`src/design/tsc_pkg.sv`:
```
// Package for the temperature scratchpad checker: constants, types and CRC and mask functions.
package tsc_pkg;

	localparam int unsigned ScratchLen = 9;
	localparam int unsigned CrcLen     = 8;
	localparam int unsigned PosW       = 4;

	localparam logic [7:0]  CrcPoly    = 8'h8C;
	localparam logic [15:0] Mask9Bit   = 16'hFFF8;
	localparam logic [15:0] Mask10Bit  = 16'hFFFC;
	localparam logic [15:0] Mask11Bit  = 16'hFFFE;

	localparam logic [1:0] Res9Bit  = 2'd0;
	localparam logic [1:0] Res10Bit = 2'd1;
	localparam logic [1:0] Res11Bit = 2'd2;

	localparam logic [PosW-1:0] PosCrcByte = PosW'(CrcLen);
	localparam logic [PosW-1:0] PosDone    = PosW'(ScratchLen);
	localparam logic [PosW-1:0] PosTempLo  = PosW'(0);
	localparam logic [PosW-1:0] PosTempHi  = PosW'(1);
	localparam logic [PosW-1:0] PosConfig  = PosW'(4);

	typedef struct packed {
		logic               emit;
		logic signed [15:0] temperature_sixteenths;
		logic               crc_ok;
		logic [1:0]         resolution_code;
		logic [7:0]         computed_crc;
	} tsc_result_t;

	// reflected CRC-8, one byte
	function automatic logic [7:0] crc8_step(input logic [7:0] crc, input logic [7:0] data);
		logic [7:0] c;
		c = crc ^ data;
		for (int i = 0; i < 8; i++) begin
			if (c[0]) begin
				c = (c >> 1) ^ CrcPoly;
			end else begin
				c = c >> 1;
			end
		end
		return c;
	endfunction

	function automatic logic [15:0] mask_temp(input logic [15:0] raw, input logic [1:0] res);
		logic [15:0] m;
		case (res)
			Res9Bit:  m = raw & Mask9Bit;
			Res10Bit: m = raw & Mask10Bit;
			Res11Bit: m = raw & Mask11Bit;
			default:  m = raw;
		endcase
		return m;
	endfunction

endpackage

```
`src/design/tsc_frame.sv`:
```
// Frame tracker: byte count, running CRC, temperature and resolution capture, result build.
module tsc_frame (
	input  logic                 clk,
	input  logic                 arst_n,
	input  logic                 step,
	input  logic [7:0]           scratch_byte,
	input  logic                 frame_start,
	output tsc_pkg::tsc_result_t result
);
	import tsc_pkg::*;

	logic [PosW-1:0] pos_q;
	logic [7:0]      crc_q;
	logic [7:0]      temp_lo_q;
	logic [7:0]      temp_hi_q;
	logic [1:0]      res_q;

	logic [PosW-1:0] pos_eff;
	logic [7:0]      crc_eff;
	logic [7:0]      crc_next;

	always_comb begin
		pos_eff  = frame_start ? '0 : pos_q;
		crc_eff  = frame_start ? '0 : crc_q;
		crc_next = crc8_step(crc_eff, scratch_byte);

		result.emit                   = (pos_eff == PosCrcByte);
		result.temperature_sixteenths = mask_temp({temp_hi_q, temp_lo_q}, res_q);
		result.crc_ok                 = (crc_eff == scratch_byte);
		result.resolution_code        = res_q;
		result.computed_crc           = crc_eff;
	end

	// past the ninth byte without a flag nothing changes
	always_ff @(posedge clk or negedge arst_n) begin
		if (!arst_n) begin
			pos_q     <= '0;
			crc_q     <= '0;
			temp_lo_q <= '0;
			temp_hi_q <= '0;
			res_q     <= '0;
		end else if (step) begin
			if (pos_eff < PosCrcByte) begin
				crc_q <= crc_next;
				pos_q <= PosW'(pos_eff + 1'b1);
				if (pos_eff == PosTempLo) begin
					temp_lo_q <= scratch_byte;
				end
				if (pos_eff == PosTempHi) begin
					temp_hi_q <= scratch_byte;
				end
				if (pos_eff == PosConfig) begin
					res_q <= scratch_byte[6:5];
				end
			end else if (pos_eff == PosCrcByte) begin
				pos_q <= PosDone;
			end
		end
	end

endmodule

```
`config.mk`:
```
export PLATFORM = sky130hd
export DESIGN_NAME = tsc_frame
export DESIGN_NICKNAME = d
export VERILOG_FILES = /design/src/design/tsc_pkg.sv /design/src/design/tsc_frame.sv
export SDC_FILE = /design/constraint.sdc
export NUM_CORES = 1
export LEC_CHECK = 0
export BUFFER_PORTS_ARGS = -buffer_cell sky130_fd_sc_hd__buf_4
export CAP_MARGIN = 15
export CORE_UTILIZATION = 58
export CTS_CLUSTER_DIAMETER = 100
export CTS_CLUSTER_SIZE = 30
export DETAILED_ROUTE_END_ITERATION = 12
export GPL_TIMING_DRIVEN = 0
export MAX_ROUTING_LAYER = met4
export PLACE_DENSITY = 0.85
export SKIP_CTS_REPAIR_TIMING = 1
export SYNTH_ARGS = -nofsm -noshare
export SYNTH_HDL_FRONTEND = slang
export SYNTH_SLANG_ARGS = --single-unit
```
`constraint.sdc`:
```
create_clock -name clk -period 3.65 [get_ports clk]
set_input_delay 0.73 -clock clk [delete_from_list [all_inputs] [get_ports clk]]
set_output_delay 0.73 -clock clk [all_outputs]
set_load 0.01 [all_outputs]
```
; ---- Word level (Yosys, flattened, before mapping)
; Index checks and enable logic that the tools add are counted.
[word_totals]
reg_bits = 30
input_bits = 12
out_inout_bits = 28
wordCells = 43
[classes]
add_sub_neg = 1
order_cmp = 1
n_eq_ne = 6
n_mux = 13
bitwise = 9
reduce_logical = 8
[ops]
columns = op, n
row1 = $mux W8, 9
row2 = $not A2 Y3, 8
row3 = $mux W4, 3
row4 = $pmux W3 S3, 1
row5 = $reduce_and A3 Y1, 3
row6 = $eq A8 B8 Y1, 1
row7 = $xor A8 B8 Y8, 1
row8 = $add A4 B1 Y4 const B, 1
row9 = $eq A4 B1 Y1 const B, 1
row10 = $eq A4 B3 Y1 const B, 1
row11 = $eq A4 B4 Y1 const B, 1
row12 = $logic_not A4 Y1, 1
row13 = $lt A4 B4 Y1 const B, 1
row14 = $reduce_and A2 Y1, 2
row15 = $eq A2 B1 Y1 const B, 1
row16 = $eq A2 B2 Y1 const B, 1
row17 = $logic_not A2 Y1, 1
row18 = $reduce_bool A2 Y1, 1

; ---- Longest topological paths before layout
; Gate-level depths: netlist of the first run.
[depth]
ltp_word = 18
ltp_mapped = 8
depth_no_buf = 6

; ---- Worst setup path before layout of the first run
; Ideal clock, no wire load.
[synth_timing]
kind = input -> output
from = input scratch_byte[1]
to = output result[10] (netlist name)
arrival_ps = 1831
required_ps = 2920
setup_slack_ps = 1089
cell_stages = 6
n_path_buf = 1
cell_sequence = clkbuf_1 nand2_1 nor3_1 a31oi_1 o32a_1 nor4_1
[synth_rtl]
columns = item, line_no
row1 = "start, declared", tsc_frame.sv:6  ; input logic [7:0] scratch_byte,
row2 = "end, declared", tsc_frame.sv:8  ; output tsc_pkg::tsc_result_t result

==> impl_metrics.ini, run 1 <==
[global_routing]
globalRouteTotalUtil = 0.2798
grt_start_max_net_pins = 31
grt_remaining_overflow = 0
first_global_vias = 1427
antenna_found_initial = 0
grt_first_pass_wirelength_um = 6630

[run]
cap_violations = 0

[die]
design.die.area_mm2 = 0.003288
floorplan.rows = 19
die_h_um = 57.35
core_region_area_mm2 = 0.002829
floorplan.initialDensity = 0.6280
num_io_pins = 40
die_width_um = 57.35

[place]
detailedPlacementHpwl_um = 2857
dp_cells = 234
place.gp.congestion = 0.9150
placement.io_buffers = 32

[sta]
finClkSkew_ns = 0.003649
setup-tns-final_ns = 0
final_max_slew_viol_count = 0
fin_crit_sh = 0.7896
shortest_period_the_worst_path_allows_ns = 2.882
worst-slew-pin-transition_ns = 0.4614
achievable-frequency_ghz = 0.3470
rsz0062_at_grt = no
setup_violations = 0
finalHoldViolations = 0
max-slew-margin-rel = 0.6881

[run_status]
status = finished with violations
violated_checks = design-rule violations

[worst_setup_path]
timing.critical_path.fanout_max = 7
r2r_setup_slk_ns = 1.99
worst_setup_path_start_kind = primary input
critPathLaunch = scratch_byte[1]
endpoint_kind = output port
timing.critical_path.cells = clkbuf_1 > nand2_1 > nor3_1 > a31oi_1 > o32a_1 > nor4_1 > buf_4
timing.critical_path.arrival_ns = 2.15
timing.setup.critical_path_class = primary input to output port
r2r_start = pos_q[1]
worst_r2r_endpoint = res_q[0]
timing.critical_path.buf_inv = 2
critical-path-max-stage-delay_ns = 0.35
r2r.worst_path.cells = 4
required_ns = 2.92
cpLargestDelayFamily = simple AND/OR/NAND/NOR gates
critical-path-slowest-cell = clkbuf_1

[clocking]
cts_inserted_buffers = 5
clk_pin_slew_worst_paths_ns = 0.10
clock_latency_ns = 0.33
cts_tree = built
cts_root_buffer = clkbuf_4
clkSinkCount = 30
cts_max_level = 2
cts.path.max_buffers = 2

[synthesis]
ys_top_cells_by_area = dfrtp_1, mux2_2, xnor2_1, nand2_1, nor2b_1
yosys_warnings = 0
synth_enable_flop_cells = 0
synthFlopType = dfrtp_1
synth_top_area_cell = dfrtp_1
synth_top_area_share = 0.4225
synth_fp_nets = 186
synth.cells.most_frequent = dfrtp_1, xnor2_1, mux2_2
syn-mean-instance-area_um2 = 10.39
ys_ff_latch = 30
async_reset_ff_frac = 1.000
synth_sequential_area_ratio = 0.4225
synthMostInstantiatedCell = dfrtp_1
count_of_unique_library_cells_instantiated_by_yosys = 33
synth_area_mm2 = 0.001777
netlist_instances = 171

[layout]
ff_latch_area_um2 = 750.7
layout.filler_cells = 203
finish.net_count = 225
fin_util = 0.7492
layout_cells_sized_above_1 = 0.3365
antenna_cells = 0
stdcell_count = 242
areaGrowthSynthToFinish_pct = 19.30
multi_input_comb_area_um2 = 937.1

[power_and_ir_drop]
pwr_density_cell_mw_per_mm2 = 721.5
vdd_ir_drop_max_uv = 429.2
static-leakage-power_nw = 0.9529

[min_path]
min_path_type = primary input to asynchronous set/reset pin

[route]
route.detailed.drc = 1
route.final.wire_length_um = 3906
drt-initial-drc-count = 35
detail_route.first_pass.iterations = 8
detail-route-antenna-nets = 0
detailroute.via_count = 1381
routed_via_density = 5.707
wl_per_cell_um = 16.14
## where the power goes
part           switching (mW)  total, mW  internal (mW)
sequential              0.116      0.568          0.452
clock                   0.125      0.217         0.0925
combinational           0.322      0.744          0.422
## placed cells by master, fill, tap and decap left out, types with 2 or more instances in the layout
master,n
o32a_1,3
nor3_1,3
clkbuf_4,5
a21oi_1,2
inv_1,2
clkbuf_1,7
a31oi_1,3
nor2_1,12
o21ai_1,5
nand2_1,17
nor2b_2,2
dfrtp_1,30
buf_4,38
nor2b_1,8
mux2_2,18
xnor2_1,22
o21a_1,2
xnor3_2,2
o21ai_0,5
nand2b_1,3
ha_1,3
xor2_1,4
## stage by stage
stage / area (um^2) / total power, mW / setup WS [ns] / hold WS [ns]
2_1_floorplan: 1777 / 1.066 / 1.089 / 0.4344
3_3_place_gp: 2056 / 1.279 / 0.9011 / 0.4627
3_5_place_dp: 2056 / 1.316 / 0.8201 / 0.4750
4_1_cts: 2120 / 1.536 / 0.8119 / 0.3079
5_1_grt: 2120 / 1.624 / 0.6198 / 0.3172
6_report: 2120 / 1.529 / 0.7679 / 0.2980
## worst reg2reg max path, delay by kind of cell, from the launching register on
kind	cells	cell delay [ns]
muxes	1	0.39
DFF	1	0.41
adders and majority gates	1	0.21
and+or+nand+nor	2	0.55
## state kept, by name, indices dropped and copies added (netlist names)
register,cells
res_q,2
temp_lo_q,8
temp_hi_q,8
pos_q,4
crc_q,8
## worst max-delay path by stage
stage            endpoint  cells past startpoint
6_report       result[10]                      7
5_1_grt        result[10]                      7
4_1_cts        result[10]                      7
3_5_place_dp   result[10]                      7
3_3_place_gp   result[10]                      7
2_1_floorplan  result[10]                      6
## final cells by class
type                            count  share of cell area
Multi-Input combinational cell    124              0.4421
Sequential cell                    30              0.3542
Timing Repair Buffer               32              0.1133
Buffer                             15             0.03837
Clock buffer                        6             0.02420
Tap cell                           31             0.01830
Clock inverter                      2            0.005903
Inverter                            2            0.003542
## kinds of logic after synthesis
logic type                 Yosys count  share of synthesized area
buffers and inverters               17                    0.05000
muxes                               18                     0.1141
adders and majority gates            3                    0.02113
DFF                                 30                     0.4225
xor gates and xnor gates            29                     0.1641
AOI/OAI and AO/OA                   24                    0.09014
and+or+nand+nor                     50                     0.1380
## per-layer routing
| metal | wire length (um) | global-route usage | up-vias |
|---|---|---|---|
| met2 | 2034 | 0.4701 | 28 |
| met3 | 108 | 0.05669 | 6 |
| met1 | 1709 | 0.3343 | 697 |
| li1 | - | - | 650 |
| met5 | 0 | - | - |
| met4 | 54 | 0.09756 | 0 |
No activity file was read; power rests on OpenSTA's default activity.
==> run 2, diff against run 1 <==
--- a/config.mk
+++ b/config.mk
@@ -7,13 +7,13 @@
 export LEC_CHECK = 0
 export BUFFER_PORTS_ARGS = -buffer_cell sky130_fd_sc_hd__buf_4
 export CAP_MARGIN = 15
-export CORE_UTILIZATION = 58
+export CORE_UTILIZATION = 53
 export CTS_CLUSTER_DIAMETER = 100
 export CTS_CLUSTER_SIZE = 30
 export DETAILED_ROUTE_END_ITERATION = 12
 export GPL_TIMING_DRIVEN = 0
 export MAX_ROUTING_LAYER = met4
-export PLACE_DENSITY = 0.85
+export PLACE_DENSITY = 0.78
 export SKIP_CTS_REPAIR_TIMING = 1
 export SYNTH_ARGS = -nofsm -noshare
 export SYNTH_HDL_FRONTEND = slang
==> constraint.sdc (replaced) <==
create_clock -name clk -period 2.98 [get_ports clk]
set_input_delay 0.596 -clock clk [delete_from_list [all_inputs] [get_ports clk]]
set_output_delay 0.596 -clock clk [all_outputs]
set_load 0.01 [all_outputs]
==> run 2 against run 1 <==
The run now ends clean; non-clock buffer count did not move; worst setup slack got worse by 0.29 ns; total power rose by 26%; clock power rose by 53%; clock skew is 0.0077 ns higher; wire length down 7.6%; sequential cell count stayed put; cell count rose by 5.0%; utilization fell by 6.1 points; combinational power up 20%; clock-buffer cell count did not move; critical path type unchanged.
==> impl_metrics.ini, run 2 (same netlist as run 1, synthesis figures left out) <==
[run_status]
status = completed

[sta]
setup_violations = 0
finClkSkew_ns = 0.01138
finalHoldViolations = 0
worst-slew-pin-transition_ns = 0.4576
setup-tns-final_ns = 0
max-slew-margin-rel = 0.6906
shortest_period_the_worst_path_allows_ns = 2.502
fin_crit_sh = 0.8395
final_max_slew_viol_count = 0
rsz0062_at_grt = no
achievable-frequency_ghz = 0.3997

[layout]
final_common_cell = buf_4
layout_cells_sized_above_1 = 0.3333
most-common-layout-cells = buf_4, dfrtp_1, xnor2_1, mux2_2, nand2_1
antenna_cells = 0
areaGrowthSynthToFinish_pct = 21.20
stdcell_count = 254
reg.largest.list = crc_q (8), temp_hi_q (8), temp_lo_q (8)
finish.net_count = 225

[die]
floorplan.rows = 20
floorplan.initialDensity = 0.5680
design.die.area_mm2 = 0.003588
core_region_area_mm2 = 0.003128
die_h_um = 59.90
num_io_pins = 40
die_width_um = 59.90

[worst_setup_path]
required_ns = 2.38
timing.critical_path.mode_cell = buf_4
critical-path-slowest-cell = buf_2
worst_setup_path_start_kind = primary input
timing.critical_path.fanout_max = 10
critical-path-max-stage-delay_ns = 0.22
endpoint_kind = output port
timing.critical_path.cells = buf_4 > buf_2 > buf_4 > nand2b_1 > ha_1 > nor3b_1 > buf_4
timing.setup.critical_path_class = primary input to output port
timing.critical_path.arrival_ns = 1.91

[power_and_ir_drop]
seq_power_share = 0.362
vdd_ir_drop_max_uv = 458.3
internal_power_mw = 1.266
power.share.clock = 0.172
comb_power_share = 0.466
pwr_density_cell_mw_per_mm2 = 892.4
static-leakage-power_nw = 0.9630
power.switching_mw = 0.6561
power.share.switching = 0.3414

[clocking]
cts_inserted_buffers = 5
cts_max_level = 2
clock_latency_ns = 0.33
cts.path.max_buffers = 2
cts_tree = built
clk_pin_slew_worst_paths_ns = 0.10
clkSinkCount = 30
cts_root_buffer = clkbuf_4

[place]
place.gp.congestion = 0.8273
dp_cells = 247
detailedPlacementHpwl_um = 2692
placement.io_buffers = 32

[route]
wl_per_cell_um = 14.22
route.final.wire_length_um = 3611
route.detailed.drc = 0
detail_route.first_pass.iterations = 4
detailroute.via_count = 1360
detail-route-antenna-nets = 0
drt-initial-drc-count = 74
routed_via_density = 5.354

[global_routing]
antenna_found_initial = 0
grt_remaining_overflow = 0
first_global_vias = 1348
grt_start_max_net_pins = 31
globalRouteTotalUtil = 0.2421
grt_first_pass_wirelength_um = 6085

[run]
cap_violations = 0

[min_path]
min_path_type = primary input to asynchronous set/reset pin
run 2: per-stage QoR:
stage	hold slack, ns	worst slack [ns]	area, um^2	power (mW)	util
global placement	0.4643	0.4916	2072	1.569	0.6624
CTS	0.1824	0.4785	2153	1.941	0.6884
global route	0.1833	0.3932	2153	2.056	0.6884
finish	0.1757	0.4783	2153	1.922	0.6884
detailed placement	0.4743	0.4791	2072	1.602	0.6624
floorplan	0.3004	0.6874	1777	1.305	-
run 2: worst max-delay path, delay by kind of cell:
family / cells / cell delay, ns
fa+ha+maj: 1 / 0.22
buf+inv: 4 / 0.71
simple gates: 2 / 0.39
run 2: final timing paths:
check / start / end / slack, ns / depth (start not counted)
setup / recovery: frame_start / result[27] / 0.48 / 7
hold / removal: arst_n / temp_lo_q[4] / 0.18 / 1
setup reg to reg: pos_q[1] / res_q[1] / 1.31 / 4
hold reg to reg: crc_q[7] / crc_q[7] / 0.50 / 2
max in group asynchronous: arst_n / temp_hi_q[0] / 2.50 / 1
min in group clk: crc_q[7] / crc_q[7] / 0.50 / 2
run 2: area by class of cell:
cell class	count	area, um^2
Clock buffer	6	51.30
Clock inverter	1	30.03
Fill cell	258	974.7
Tap cell	44	55.05
Multi-Input combinational cell	124	937.1
Buffer	15	81.33
Inverter	2	7.507
Sequential cell	30	750.7
Timing Repair Buffer	32	240.2
run 2: metal layers:
| metal | track usage | up-vias | part of all wire |
|---|---|---|---|
| li1 | - | 651 | - |
| met1 | 0.2827 | 678 | 0.44 |
| met2 | 0.4032 | 26 | 0.52 |
| met3 | 0.04978 | 5 | 0.037 |
| met4 | 0.1030 | 0 | 0.012 |
| met5 | - | - | 0 |
run 2: power by group through the flow:
stage                     clock (mW)  sequential, mW  combinational, mW
after global routing           0.355           0.717              0.984
after detailed placement           0           0.703              0.899
after global placement             0           0.690              0.879
final                          0.331           0.696              0.895
after floorplan                    0           0.691              0.614
after CTS                      0.343           0.693              0.905
